===== src/design/rpsn_pkg.sv =====
package rpsn_pkg;

  // Field widths of the sample channels.
  localparam int unsigned BYTE_W   = 8;
  localparam int unsigned SAMPLE_W = 16;

  // Configuration port: register index and data widths.
  localparam int unsigned CFG_IDX_W  = 2;
  localparam int unsigned CFG_DATA_W = 3;

  // Configuration register indexes.
  localparam logic [CFG_IDX_W-1:0] REG_SAMPLE_FORMAT = 2'd0;
  localparam logic [CFG_IDX_W-1:0] REG_WIDE_SAMPLES  = 2'd1;
  localparam logic [CFG_IDX_W-1:0] REG_LITTLE_ENDIAN = 2'd2;

  // Sample format codes.
  localparam logic [2:0] FMT_SIGNED   = 3'd0;
  localparam logic [2:0] FMT_UNSIGNED = 3'd1;
  localparam logic [2:0] FMT_SIGN_BIT = 3'd2;
  localparam logic [2:0] FMT_ULAW     = 3'd3;
  localparam logic [2:0] FMT_ALAW     = 3'd4;

  // G.711 expansion constants.
  localparam logic [SAMPLE_W-1:0] ULAW_BIAS   = 16'h0084;
  localparam logic [SAMPLE_W-1:0] ALAW_OFFSET = 16'h0108;
  localparam logic [SAMPLE_W-1:0] ALAW_SEG0   = 16'h0008;
  localparam logic [BYTE_W-1:0]   ALAW_XOR    = 8'h55;

  // Sign bit masks for the linear formats.
  localparam logic [SAMPLE_W-1:0] SIGN16 = 16'h8000;
  localparam logic [BYTE_W-1:0]   SIGN8  = 8'h80;

  typedef logic [2:0] fmt_t;

endpackage


===== src/design/rpsn_if.sv =====
// Raw sample input channel.
interface rpsn_in_if
  import rpsn_pkg::*;
();
  logic              valid;
  logic              ready;
  logic [BYTE_W-1:0] first_byte;
  logic [BYTE_W-1:0] second_byte;
  logic              last_in;

  modport source (output valid, first_byte, second_byte, last_in, input ready);
  modport sink   (input valid, first_byte, second_byte, last_in, output ready);
endinterface

// Normalised sample output channel.
interface rpsn_out_if
  import rpsn_pkg::*;
();
  logic                valid;
  logic                ready;
  logic [SAMPLE_W-1:0] sample_out;
  logic                last_out;

  modport source (output valid, sample_out, last_out, input ready);
  modport sink   (input valid, sample_out, last_out, output ready);
endinterface


===== src/design/raw_pcm_sample_normalizer.sv =====
// Raw PCM sample normaliser.
// Each input transaction on in_ch carries one raw sample as its first and
// second stream bytes plus a last-sample marker. Each output transaction on
// out_ch carries the sample in wave-native form: 8-bit samples offset-
// unsigned in the low byte, 16-bit samples in two's complement, and u-law or
// A-law codes expanded to 16-bit linear. The marker is passed through.
// The format, sample width and byte order are set through the cfg_ write
// port, and should only be changed while no transaction is in flight.
// An accepted sample passes through one input register and then one result
// register, with the conversion logic between them.
// Throughput is one sample per cycle; both registers advance together, so a
// new sample is taken every cycle while out_ch is being drained.
// When the receiver stalls, the result register holds its sample and the
// input register fills; in_ch.ready then drops until out_ch moves again.
// Reset clears both valid flags and loads the defaults: signed format,
// 16-bit samples, little-endian byte order.
module raw_pcm_sample_normalizer
  import rpsn_pkg::*;
(
  input  logic                  clk,
  input  logic                  rst_n,
  input  logic                  cfg_we,
  input  logic [CFG_IDX_W-1:0]  cfg_index,
  input  logic [CFG_DATA_W-1:0] cfg_data,
  rpsn_in_if.sink               in_ch,
  rpsn_out_if.source            out_ch
);

  // Configuration registers.
  fmt_t format_r;
  logic wide_r;
  logic le_r;

  // Input stage.
  logic              s1_valid_r;
  logic [BYTE_W-1:0] s1_b0_r;
  logic [BYTE_W-1:0] s1_b1_r;
  logic              s1_last_r;

  // Result stage.
  logic                out_valid_r;
  logic [SAMPLE_W-1:0] out_sample_r;
  logic                out_last_r;

  logic                s2_load;
  logic                s1_load;
  logic [SAMPLE_W-1:0] word;
  logic [SAMPLE_W-1:0] result_nxt;

  // u-law expansion of one code byte.
  function automatic logic [SAMPLE_W-1:0] expand_ulaw(input logic [BYTE_W-1:0] code);
    logic [BYTE_W-1:0]   v;
    logic [SAMPLE_W-1:0] mag;
    v   = ~code;
    mag = ({9'd0, v[3:0], 3'd0} + ULAW_BIAS) << v[6:4];
    return v[7] ? (ULAW_BIAS - mag) : (mag - ULAW_BIAS);
  endfunction

  // A-law expansion of one code byte.
  function automatic logic [SAMPLE_W-1:0] expand_alaw(input logic [BYTE_W-1:0] code);
    logic [BYTE_W-1:0]   v;
    logic [SAMPLE_W-1:0] mag;
    logic [2:0]          seg_m1;
    v      = code ^ ALAW_XOR;
    seg_m1 = v[6:4] - 3'd1;
    if (v[6:4] == 3'd0) begin
      mag = {8'd0, v[3:0], 4'd0} + ALAW_SEG0;
    end else begin
      mag = ({8'd0, v[3:0], 4'd0} + ALAW_OFFSET) << seg_m1;
    end
    // Bit 7 set after the xor means a positive sample.
    return v[7] ? mag : (SAMPLE_W'(0) - mag);
  endfunction

  // Configuration writes; an index beyond the list is ignored.
  always_ff @(posedge clk) begin
    if (!rst_n) begin
      format_r <= FMT_SIGNED;
      wide_r   <= 1'b1;
      le_r     <= 1'b1;
    end else if (cfg_we) begin
      unique case (cfg_index)
        REG_SAMPLE_FORMAT: format_r <= cfg_data;
        REG_WIDE_SAMPLES:  wide_r   <= cfg_data[0];
        REG_LITTLE_ENDIAN: le_r     <= cfg_data[0];
        default: ;
      endcase
    end
  end

  // Handshake: the result register loads when empty or being drained, and
  // the input register loads when empty or passing its sample on.
  assign s2_load     = s1_valid_r && (!out_valid_r || out_ch.ready);
  assign in_ch.ready = !s1_valid_r || s2_load;
  assign s1_load     = in_ch.valid && in_ch.ready;

  // Input register.
  always_ff @(posedge clk) begin
    if (!rst_n) begin
      s1_valid_r <= 1'b0;
    end else if (in_ch.ready) begin
      s1_valid_r <= in_ch.valid;
    end
  end

  always_ff @(posedge clk) begin
    if (s1_load) begin
      s1_b0_r   <= in_ch.first_byte;
      s1_b1_r   <= in_ch.second_byte;
      s1_last_r <= in_ch.last_in;
    end
  end

  // Assemble the 16-bit word in stream byte order.
  assign word = le_r ? {s1_b1_r, s1_b0_r} : {s1_b0_r, s1_b1_r};

  // Conversion to wave-native form.
  always_comb begin
    result_nxt = '0;
    unique case (format_r)
      FMT_SIGNED: begin
        result_nxt = wide_r ? word : {8'd0, s1_b0_r ^ SIGN8};
      end
      FMT_UNSIGNED: begin
        result_nxt = wide_r ? (word ^ SIGN16) : {8'd0, s1_b0_r};
      end
      FMT_SIGN_BIT: begin
        // Negative codes invert their magnitude bits.
        if (wide_r) begin
          result_nxt = word[15] ? {1'b1, ~word[14:0]} : word;
        end else begin
          result_nxt = {8'd0, s1_b0_r[7] ? ~s1_b0_r : (s1_b0_r ^ SIGN8)};
        end
      end
      FMT_ULAW: result_nxt = expand_ulaw(s1_b0_r);
      FMT_ALAW: result_nxt = expand_alaw(s1_b0_r);
      default:  result_nxt = '0;
    endcase
  end

  // Result register.
  always_ff @(posedge clk) begin
    if (!rst_n) begin
      out_valid_r <= 1'b0;
    end else if (!out_valid_r || out_ch.ready) begin
      out_valid_r <= s1_valid_r;
    end
  end

  always_ff @(posedge clk) begin
    if (s2_load) begin
      out_sample_r <= result_nxt;
      out_last_r   <= s1_last_r;
    end
  end

  assign out_ch.valid      = out_valid_r;
  assign out_ch.sample_out = out_sample_r;
  assign out_ch.last_out   = out_last_r;

  // A sample passed on from the input register is shown on the next cycle.
  assert property (@(posedge clk) disable iff (!rst_n)
    s2_load |=> out_valid_r)
    else $error("result register did not take the input stage sample");

  // The marker follows its sample through the result register.
  assert property (@(posedge clk) disable iff (!rst_n)
    s2_load |=> (out_last_r == $past(s1_last_r)))
    else $error("last marker lost between stages");

  // The input side is never blocked while the input register is empty.
  assert property (@(posedge clk) disable iff (!rst_n)
    !s1_valid_r |-> in_ch.ready)
    else $error("input stalled with an empty input register");

  // Undefined format codes give a zero sample.
  assert property (@(posedge clk) disable iff (!rst_n)
    (out_valid_r && format_r != FMT_SIGNED && format_r != FMT_UNSIGNED &&
     format_r != FMT_SIGN_BIT && format_r != FMT_ULAW && format_r != FMT_ALAW)
    |-> (out_sample_r == '0))
    else $error("undefined format produced a non-zero sample");

endmodule

===== src/flat_wrapper.sv =====
// flat-port wrapper written by rule: the top's interface ports become plain ports
module raw_pcm_sample_normalizer_flat import rpsn_pkg::*;
  (clk, rst_n, cfg_we, cfg_index, cfg_data, in_ch_valid, in_ch_first_byte, in_ch_second_byte, in_ch_last_in, in_ch_ready, out_ch_valid, out_ch_sample_out, out_ch_last_out, out_ch_ready);
  rpsn_in_if in_ch_i ();
  rpsn_out_if out_ch_i ();
  input  logic clk;
  input  logic rst_n;
  input  logic cfg_we;
  input  logic [CFG_IDX_W-1:0] cfg_index;
  input  logic [CFG_DATA_W-1:0] cfg_data;
  input wire logic [$bits(in_ch_i.valid)-1:0] in_ch_valid;
  input wire logic [$bits(in_ch_i.first_byte)-1:0] in_ch_first_byte;
  input wire logic [$bits(in_ch_i.second_byte)-1:0] in_ch_second_byte;
  input wire logic [$bits(in_ch_i.last_in)-1:0] in_ch_last_in;
  output wire logic [$bits(in_ch_i.ready)-1:0] in_ch_ready;
  output wire logic [$bits(out_ch_i.valid)-1:0] out_ch_valid;
  output wire logic [$bits(out_ch_i.sample_out)-1:0] out_ch_sample_out;
  output wire logic [$bits(out_ch_i.last_out)-1:0] out_ch_last_out;
  input wire logic [$bits(out_ch_i.ready)-1:0] out_ch_ready;
  assign in_ch_i.valid = in_ch_valid;
  assign in_ch_i.first_byte = in_ch_first_byte;
  assign in_ch_i.second_byte = in_ch_second_byte;
  assign in_ch_i.last_in = in_ch_last_in;
  assign in_ch_ready = in_ch_i.ready;
  assign out_ch_valid = out_ch_i.valid;
  assign out_ch_sample_out = out_ch_i.sample_out;
  assign out_ch_last_out = out_ch_i.last_out;
  assign out_ch_i.ready = out_ch_ready;
  raw_pcm_sample_normalizer u_core (.clk(clk), .rst_n(rst_n), .cfg_we(cfg_we), .cfg_index(cfg_index), .cfg_data(cfg_data), .in_ch(in_ch_i), .out_ch(out_ch_i));
endmodule

===== config.mk =====
export PLATFORM = sky130hd
export DESIGN_NAME = raw_pcm_sample_normalizer_flat
export DESIGN_NICKNAME = d
export VERILOG_FILES = /design/src/design/rpsn_pkg.sv /design/src/design/rpsn_if.sv /design/src/design/raw_pcm_sample_normalizer.sv /design/src/flat_wrapper.sv
export SDC_FILE = /design/constraint.sdc
export NUM_CORES = 1
export LEC_CHECK = 0
export BUFFER_PORTS_ARGS = -buffer_cell sky130_fd_sc_hd__buf_2
export CAP_MARGIN = 20
export CORE_ASPECT_RATIO = 1.2
export CORE_UTILIZATION = 45
export CTS_CLUSTER_DIAMETER = 120
export DETAILED_ROUTE_END_ITERATION = 10
export GPL_ROUTABILITY_DRIVEN = 0
export HOLD_SLACK_MARGIN = 0.1
export PLACE_DENSITY_LB_ADDON = 0.12
export SLEW_MARGIN = 40
export SYNTH_ARGS = -nofsm -noshare
export SYNTH_HDL_FRONTEND = slang
export SYNTH_SLANG_ARGS = --single-unit

===== constraint.sdc =====
create_clock -name clk -period 3.6 [get_ports clk]
set_clock_uncertainty 0.15 [all_clocks]
set_input_delay 0.36 -clock clk [delete_from_list [all_inputs] [get_ports clk]]
set_output_delay 0.36 -clock clk [all_outputs]
set_load 0.01 [all_outputs]

## Word-level counts from Yosys, hierarchy flattened

Cells that the tools add are included.

- Bits in registers: 41
- Bits in latches: 0
- Bits in writable memories: 0
- Bits in read-only memories: 0
- Input port bits: 27
- Output and inout port bits: 19
- Word-level logic and storage cells: 53
- Memories kept: 0

- Add/subtract/negate cells: 7
- Multiply operators: 0
- Div/mod/pow operators: 0
- Magnitude comparators: 0
- Equal/unequal tests: 6
- Shift operators: 2
- Muxes and demuxes: 11
- Bitwise logic cells: 5
- Reduce and logical (&&, ||, !) cells: 12

Operators by type and width:

| operator | count |
|---|---|
| $mux W16 | 9 |
| $pmux W16 S5 | 1 |
| $shl A16 B3 Y16 | 2 |
| $sub A1 B16 Y16 const A | 1 |
| $sub A16 B8 Y16 const B | 1 |
| $sub A8 B16 Y16 const A | 1 |
| $not A15 Y15 | 1 |
| $add A8 B9 Y10 const B | 1 |
| $add A7 B8 Y9 const B | 1 |
| $add A8 B4 Y9 const B | 1 |
| $mux W8 | 1 |
| $not A8 Y8 | 1 |
| $eq A3 B2 Y1 const B | 2 |
| $logic_not A3 Y1 | 2 |
| $reduce_and A2 Y1 | 3 |
| $not A4 Y4 | 1 |
| $eq A3 B1 Y1 const B | 1 |
| $eq A3 B3 Y1 const B | 1 |
| $sub A3 B1 Y3 const B | 1 |
| $eq A2 B1 Y1 const B | 1 |
| $eq A2 B2 Y1 const B | 1 |
| $logic_and A1 B1 Y1 | 2 |
| $logic_not A1 Y1 | 2 |
| $logic_not A2 Y1 | 1 |
| other kinds (2) | 4 |

## Longest topological paths before layout

- Depth in word-level cells: 8
- Depth in mapped cells: 15
- Mapped depth without buffers: 12

## Worst setup path after synthesis

No wires, ideal clock.

- Path kind: reg2reg
- From: reg u_core.s1_b0_r[5]
- To: reg u_core.out_sample_r[13] (netlist: u_core.out_ch.sample_out[13]) (data pin)
- Setup time: 271 ps
- Arrival time: 2869 ps
- Data required time: 3179 ps
- Path slack: 310 ps
- Stages on the path, launching flop included: 16
- Buffers on the path: 4
- Period minus slack after synthesis: 3290 ps
- Cell sequence: edfxtp_1 buf_4 buf_2 inv_1 ha_1 buf_2 nor2b_1 clkbuf_1 o21ai_0 o221ai_1 inv_1 ha_1 and4b_1 a31oi_1 xnor2_1 o211ai_1

- Cells in the longest elaborated chain, start to end: 7
- Elaborated cells on any way between the ends: 19
- Those cells by class: add/sub: 4; shift: 2; mux: 10; bitwise: 2; reduce/logical: 1

RTL lines:

| what | RTL line | RTL |
|---|---|---|
| start: declaration | raw_pcm_sample_normalizer.sv:36 | `logic [BYTE_W-1:0] s1_b0_r;` |
| start signal: assignment | raw_pcm_sample_normalizer.sv:108 | `s1_b0_r <= in_ch.first_byte;` |
| $sub A3 B1 Y3 | raw_pcm_sample_normalizer.sv:65 | `seg_m1 = v[6:4] - 3'd1;` |
| $shl A16 B3 Y16 | raw_pcm_sample_normalizer.sv:69 | `mag = ({8'd0, v[3:0], 4'd0} + ALAW_OFFSET) << seg_m1;` |
| $mux W16 | raw_pcm_sample_normalizer.sv:66 | `if (v[6:4] == 3'd0) begin` |
| $mux W16 | raw_pcm_sample_normalizer.sv:120 | `unique case (format_r)` |
| $sub A1 B16 Y16 | raw_pcm_sample_normalizer.sv:72 | `return v[7] ? mag : (SAMPLE_W'(0) - mag);` |
| $mux W16 | raw_pcm_sample_normalizer.sv:72 |  |
| $pmux W16 S5 (*) | raw_pcm_sample_normalizer.sv:120 |  |
| named net u_core.result_nxt[13] | raw_pcm_sample_normalizer.sv:48 | `logic [SAMPLE_W-1:0] result_nxt;` |
| end signal: assignment | raw_pcm_sample_normalizer.sv:152 | `out_sample_r <= result_nxt;` |
| end: declaration | raw_pcm_sample_normalizer.sv:42 | `logic [SAMPLE_W-1:0] out_sample_r;` |

The timed path passes the listed nets; every way through them passes the cells marked *. The select of a mux whose other input is x is not followed.
A chain may end at the register's enable or synchronous reset.

## Worst setup path after layout

- From: reg u_core.s1_b0_r[4]
- To: reg u_core.out_sample_r[15] (netlist: u_core.out_ch.sample_out[15]) (data pin)

- Cells in the longest elaborated chain, start to end: 8
- Elaborated cells on any way between the ends: 14
- Those cells by class: add/sub: 4; shift: 2; mux: 5; bitwise: 2; reduce/logical: 1

RTL lines:

| what | RTL line |
|---|---|
| $not A4 Y4 (no source line) | -- |
| $sub A3 B1 Y3 | raw_pcm_sample_normalizer.sv:65 |
| $shl A16 B3 Y16 | raw_pcm_sample_normalizer.sv:69 |
| $mux W16 | raw_pcm_sample_normalizer.sv:66 |
| $mux W16 | raw_pcm_sample_normalizer.sv:120 |
| $sub A1 B16 Y16 | raw_pcm_sample_normalizer.sv:72 |
| $mux W16 | raw_pcm_sample_normalizer.sv:72 |
| $pmux W16 S5 (*) | raw_pcm_sample_normalizer.sv:120 |
| named net u_core.result_nxt[15] | raw_pcm_sample_normalizer.sv:48 |

Marked as above.

==> results.txt <==
----------------------------------------------------
[Drt]
  Routed WL per cell ... 17.4 microns
  Iteration count of the initial detailed-routing pass ... 5
  Wire length after detailed routing ... 10500 microns
  Routed vias ... 3449
  Drc violations ... 0
  Antenna-violating nets left ... 0
  Starting DRT DRC Count ... 259
  Via count normalized by instance count ... 5.75

[Worst setup path]
  Data required time at the worst endpoint ... 3.51 ns
  Kind of end point of the critical path ... flop
  Cells on worst reg2reg path ... 11
  Critical Path Fanout Max ... 14
  Worst reg2reg path endpoint ... u_core.out_ch.sample_out[15]
  Worst path arrival time ... 3.25 ns
  Worst Setup Path Type ... reg2reg
  Worst R2R Start ... u_core.s1_b0_r[4]
  Slack of the worst reg-to-reg path ... 0.25 ns
  Crit path launch type ... flop

[Global route]
  All-Layer GR Usage ... 24.8%
  Congestion Overflow GR ... 0
  Antenna violations before repair ... 0
  Largest net degree at the start of global routing ... 43
  Global-route wire length before repair ... 16700 microns
  Number of global-route vias before repair ... 3196

[Logic synthesis]
  Synth Area in Compound Gates ... 24.5%
  Mux share of post-synthesis cell area ... 8.56%
  Adder-cell area share of the yosys netlist ... 2.97%
  Seq/Total Area, Yosys ... 30.7%
  Yosys top cell by area ... sky130_fd_sc_hd__edfxtp_1
  Top cells by area in the synthesized netlist ... sky130_fd_sc_hd__edfxtp_1 (27%), sky130_fd_sc_hd__mux2i_1 (5.3%), sky130_fd_sc_hd__nand2_1 (4.3%), sky130_fd_sc_hd__xnor2_1 (4.2%), sky130_fd_sc_hd__xor2_1 (4.2%)
  Number of synthesized register bits ... 41
  Avg Cell Area, Syn ... 8.68 sq um
  Commonest register cell after synthesis ... sky130_fd_sc_hd__edfxtp_1
  Mapped cell area ... 3790 sq um
  Gate count after technology mapping ... 436
  Xor-xnor portion of the synthesized cell area ... 8.33%
  Area share of the largest cell type after synthesis ... 27.0%
  Dominant combinational cell family by area after synthesis ... compound AO/OA/AOI/OAI gates
  Net count after synthesis ... 472
  Cell with the most instances after synthesis ... sky130_fd_sc_hd__nand2_1
  Number of enable-type register cells in the synthesized netlist ... 34
  Post-synth cell types ... 63
  Post-synthesis async set-or-reset flop share ... 0%
  Simple-gate share of the synthesized area ... 19.9%
  Commonest cells in the synthesized netlist ... sky130_fd_sc_hd__nand2_1 (43), sky130_fd_sc_hd__edfxtp_1 (34), sky130_fd_sc_hd__nor2_1 (34), sky130_fd_sc_hd__o21ai_0 (26), sky130_fd_sc_hd__a21oi_1 (25)
  Ys Warns ... 0

[Clock tree]
  Worst-case clock buffer depth ... 2
  CTS tree ... built
  Clk slew on worst S/H paths ... 0.09 ns
  H-tree Lvls ... 2
  PostCTS Resize Cnt ... 0
  Worst-Skew Late Latency ... 0.31 ns
  Clk Tree Root Cell ... sky130_fd_sc_hd__clkbuf_8
  Clock buffer count from CTS ... 5
  Number of sinks on the clock net ... 41

[Die]
  Die H ... 102 microns
  Overall die width ... 85.7 microns
  Effective utilization at floorplan ... 46.4%
  Top-level port count ... 46
  Rows ... 36
  Area enclosed by the die boundary ... 8790 sq um
  CORE AREA ... 8150 sq um

[STA]
  Transition at the pin with the smallest max-transition slack ... 0.787 ns
  Number of pins exceeding their max-slew limit in the final report ... 0
  Slew HR ... 47.5%
  Share of the cycle needed by the critical path after routing ... 93.0%
  Highest achievable clock rate ... 299 MHz
  Unrepaired setup endpoints after global routing ... false
  Final hold violations ... 0
  Shortest period the worst path allows ... 3.35 ns
  Final TNS setup ... 0 ns
  Final setup violation count ... 0

[Finish]
  FILL cells ... 779
  Multi-input logic area ... 2430 sq um
  Sequential Area ... 1160 sq um
  ANT cells ... 0
  Number of nets in the layout ... 521
  Area grow syn2layout ... 15.5%
  Fraction of layout instances using a drive strength above 1 ... 18.1%

[Hold path]
  Worst hold-check path type ... in2reg
  Depth of the worst hold-timing path ... 2
  Worst hold start ... rst_n
  Worst Hold Endpoint ... u_core.le_r

[Pwr]
  Leakage component of the power ... 1.73 nW
  Overall power of the completed layout ... 1.33 mW
  Cell Pwr Density ... 304 nW/um^2
  Maximum vdd ir drop ... 147 uV

[Job]
  Number of maximum-capacitance constraint violations ... 0

[Place]
  Detailed placement HPWL ... 7770 microns
  Port bufs ... 45

[Run status]
  Run status ... finished, final reports clean

----------------------------------------------------
logic make-up after synthesis:
family,after synthesis
adder cells (fa/ha/maj),9
flip-flops,41
XOR/XNOR,36
buffers and inverters,46
multiplexers,29
AND/OR/NAND/NOR,142
AO/OA/AOI/OAI,133
flip-flops by register name (all words and copies together), names as in the netlist, 3 cells and up:
name                      flops
u_core.s1_b0_r                8
u_core.s1_b1_r                8
u_core.out_ch.sample_out     16
u_core.format_r               3
cell type report:
| class | count | area share [%] |
|---|---|---|
| Multi-Input combinational cell | 349 | 55.6 |
| Sequential cell | 41 | 26.6 |
| Clock inverter | 3 | 0.286 |
| Clock buffer | 5 | 1.57 |
| Inverter | 9 | 0.773 |
| Tap cell | 114 | 3.26 |
| Timing Repair Buffer | 79 | 12.0 |
report_power, final:
part           total (mW)  switching (mW)  internal, mW
clock               0.303           0.172         0.131
combinational       0.447           0.255         0.192
sequential          0.579          0.0316         0.548
total                1.33           0.458         0.871
per-layer routing:
| layer | GRT usage (%) | share of wire (%) | up-vias |
|---|---|---|---|
| met3 | 3.07 | 4.1 | 12 |
| met5 | 0 | 0 | - |
| li1 | - | - | 1716 |
| met1 | 31.4 | 44 | 1622 |
| met4 | 8.33 | 2.1 | 0 |
| met2 | 43.9 | 50 | 99 |
cells in the final DEF (no fill, tap or decap), drive strengths merged, types with 11 or more instances in the layout:
master       instances
o221ai              11
o211ai              21
xor2                18
xnor2               18
nor2b               12
nor2                34
a21oi               25
nand3               13
nand2               43
mux2i               20
dlygate4sd3         17
o21ai               30
buf                 62
edfxtp              34
worst max path at each step:
| stage | from | end | cells past startpoint |
|---|---|---|---|
| 4_1_cts | u_core.s1_b0_r[4] | u_core.out_ch.sample_out[13] | 11 |
| 3_5_place_dp | u_core.s1_b0_r[4] | u_core.out_ch.sample_out[13] | 11 |
| 2_1_floorplan | u_core.s1_b0_r[5] | u_core.out_ch.sample_out[13] | 15 |
| 6_report | u_core.s1_b0_r[4] | u_core.out_ch.sample_out[15] | 11 |
| 3_3_place_gp | u_core.s1_b0_r[4] | u_core.out_ch.sample_out[13] | 11 |
| 5_1_grt | u_core.s1_b0_r[4] | u_core.out_ch.sample_out[15] | 11 |
what timing repair did:
item / in CTS / in global routing
hold buffers: 17 / 0
setup buffers: 0 / 0
hold endpoints to repair: 17 / 0
worst max-delay path, stage by stage, from the launching register on:
cell                       delay [ns]
sky130_fd_sc_hd__edfxtp_1        0.43
sky130_fd_sc_hd__buf_4           0.21
sky130_fd_sc_hd__ha_1            0.31
sky130_fd_sc_hd__nor3b_2         0.44
sky130_fd_sc_hd__o21ai_0         0.16
sky130_fd_sc_hd__o221ai_1        0.34
sky130_fd_sc_hd__inv_1           0.11
sky130_fd_sc_hd__ha_1            0.23
sky130_fd_sc_hd__and4b_1         0.22
sky130_fd_sc_hd__a31oi_1         0.24
sky130_fd_sc_hd__xor2_1          0.18
sky130_fd_sc_hd__o21ai_1         0.07
stage by stage:
stage	cells	area [sq um]	setup WS [ns]	hold slack (ns)	util (%)
2_1_floorplan	436	3790	0.310	0.250	-
3_3_place_gp	575	4120	0.400	0.252	50.5
3_5_place_dp	575	4120	0.301	0.255	50.5
4_1_cts	600	4370	0.292	0.133	53.6
5_1_grt	600	4370	0.0218	0.141	53.6
6_report	600	4370	0.253	0.129	53.6
Power figures use the tool's default switching activity.
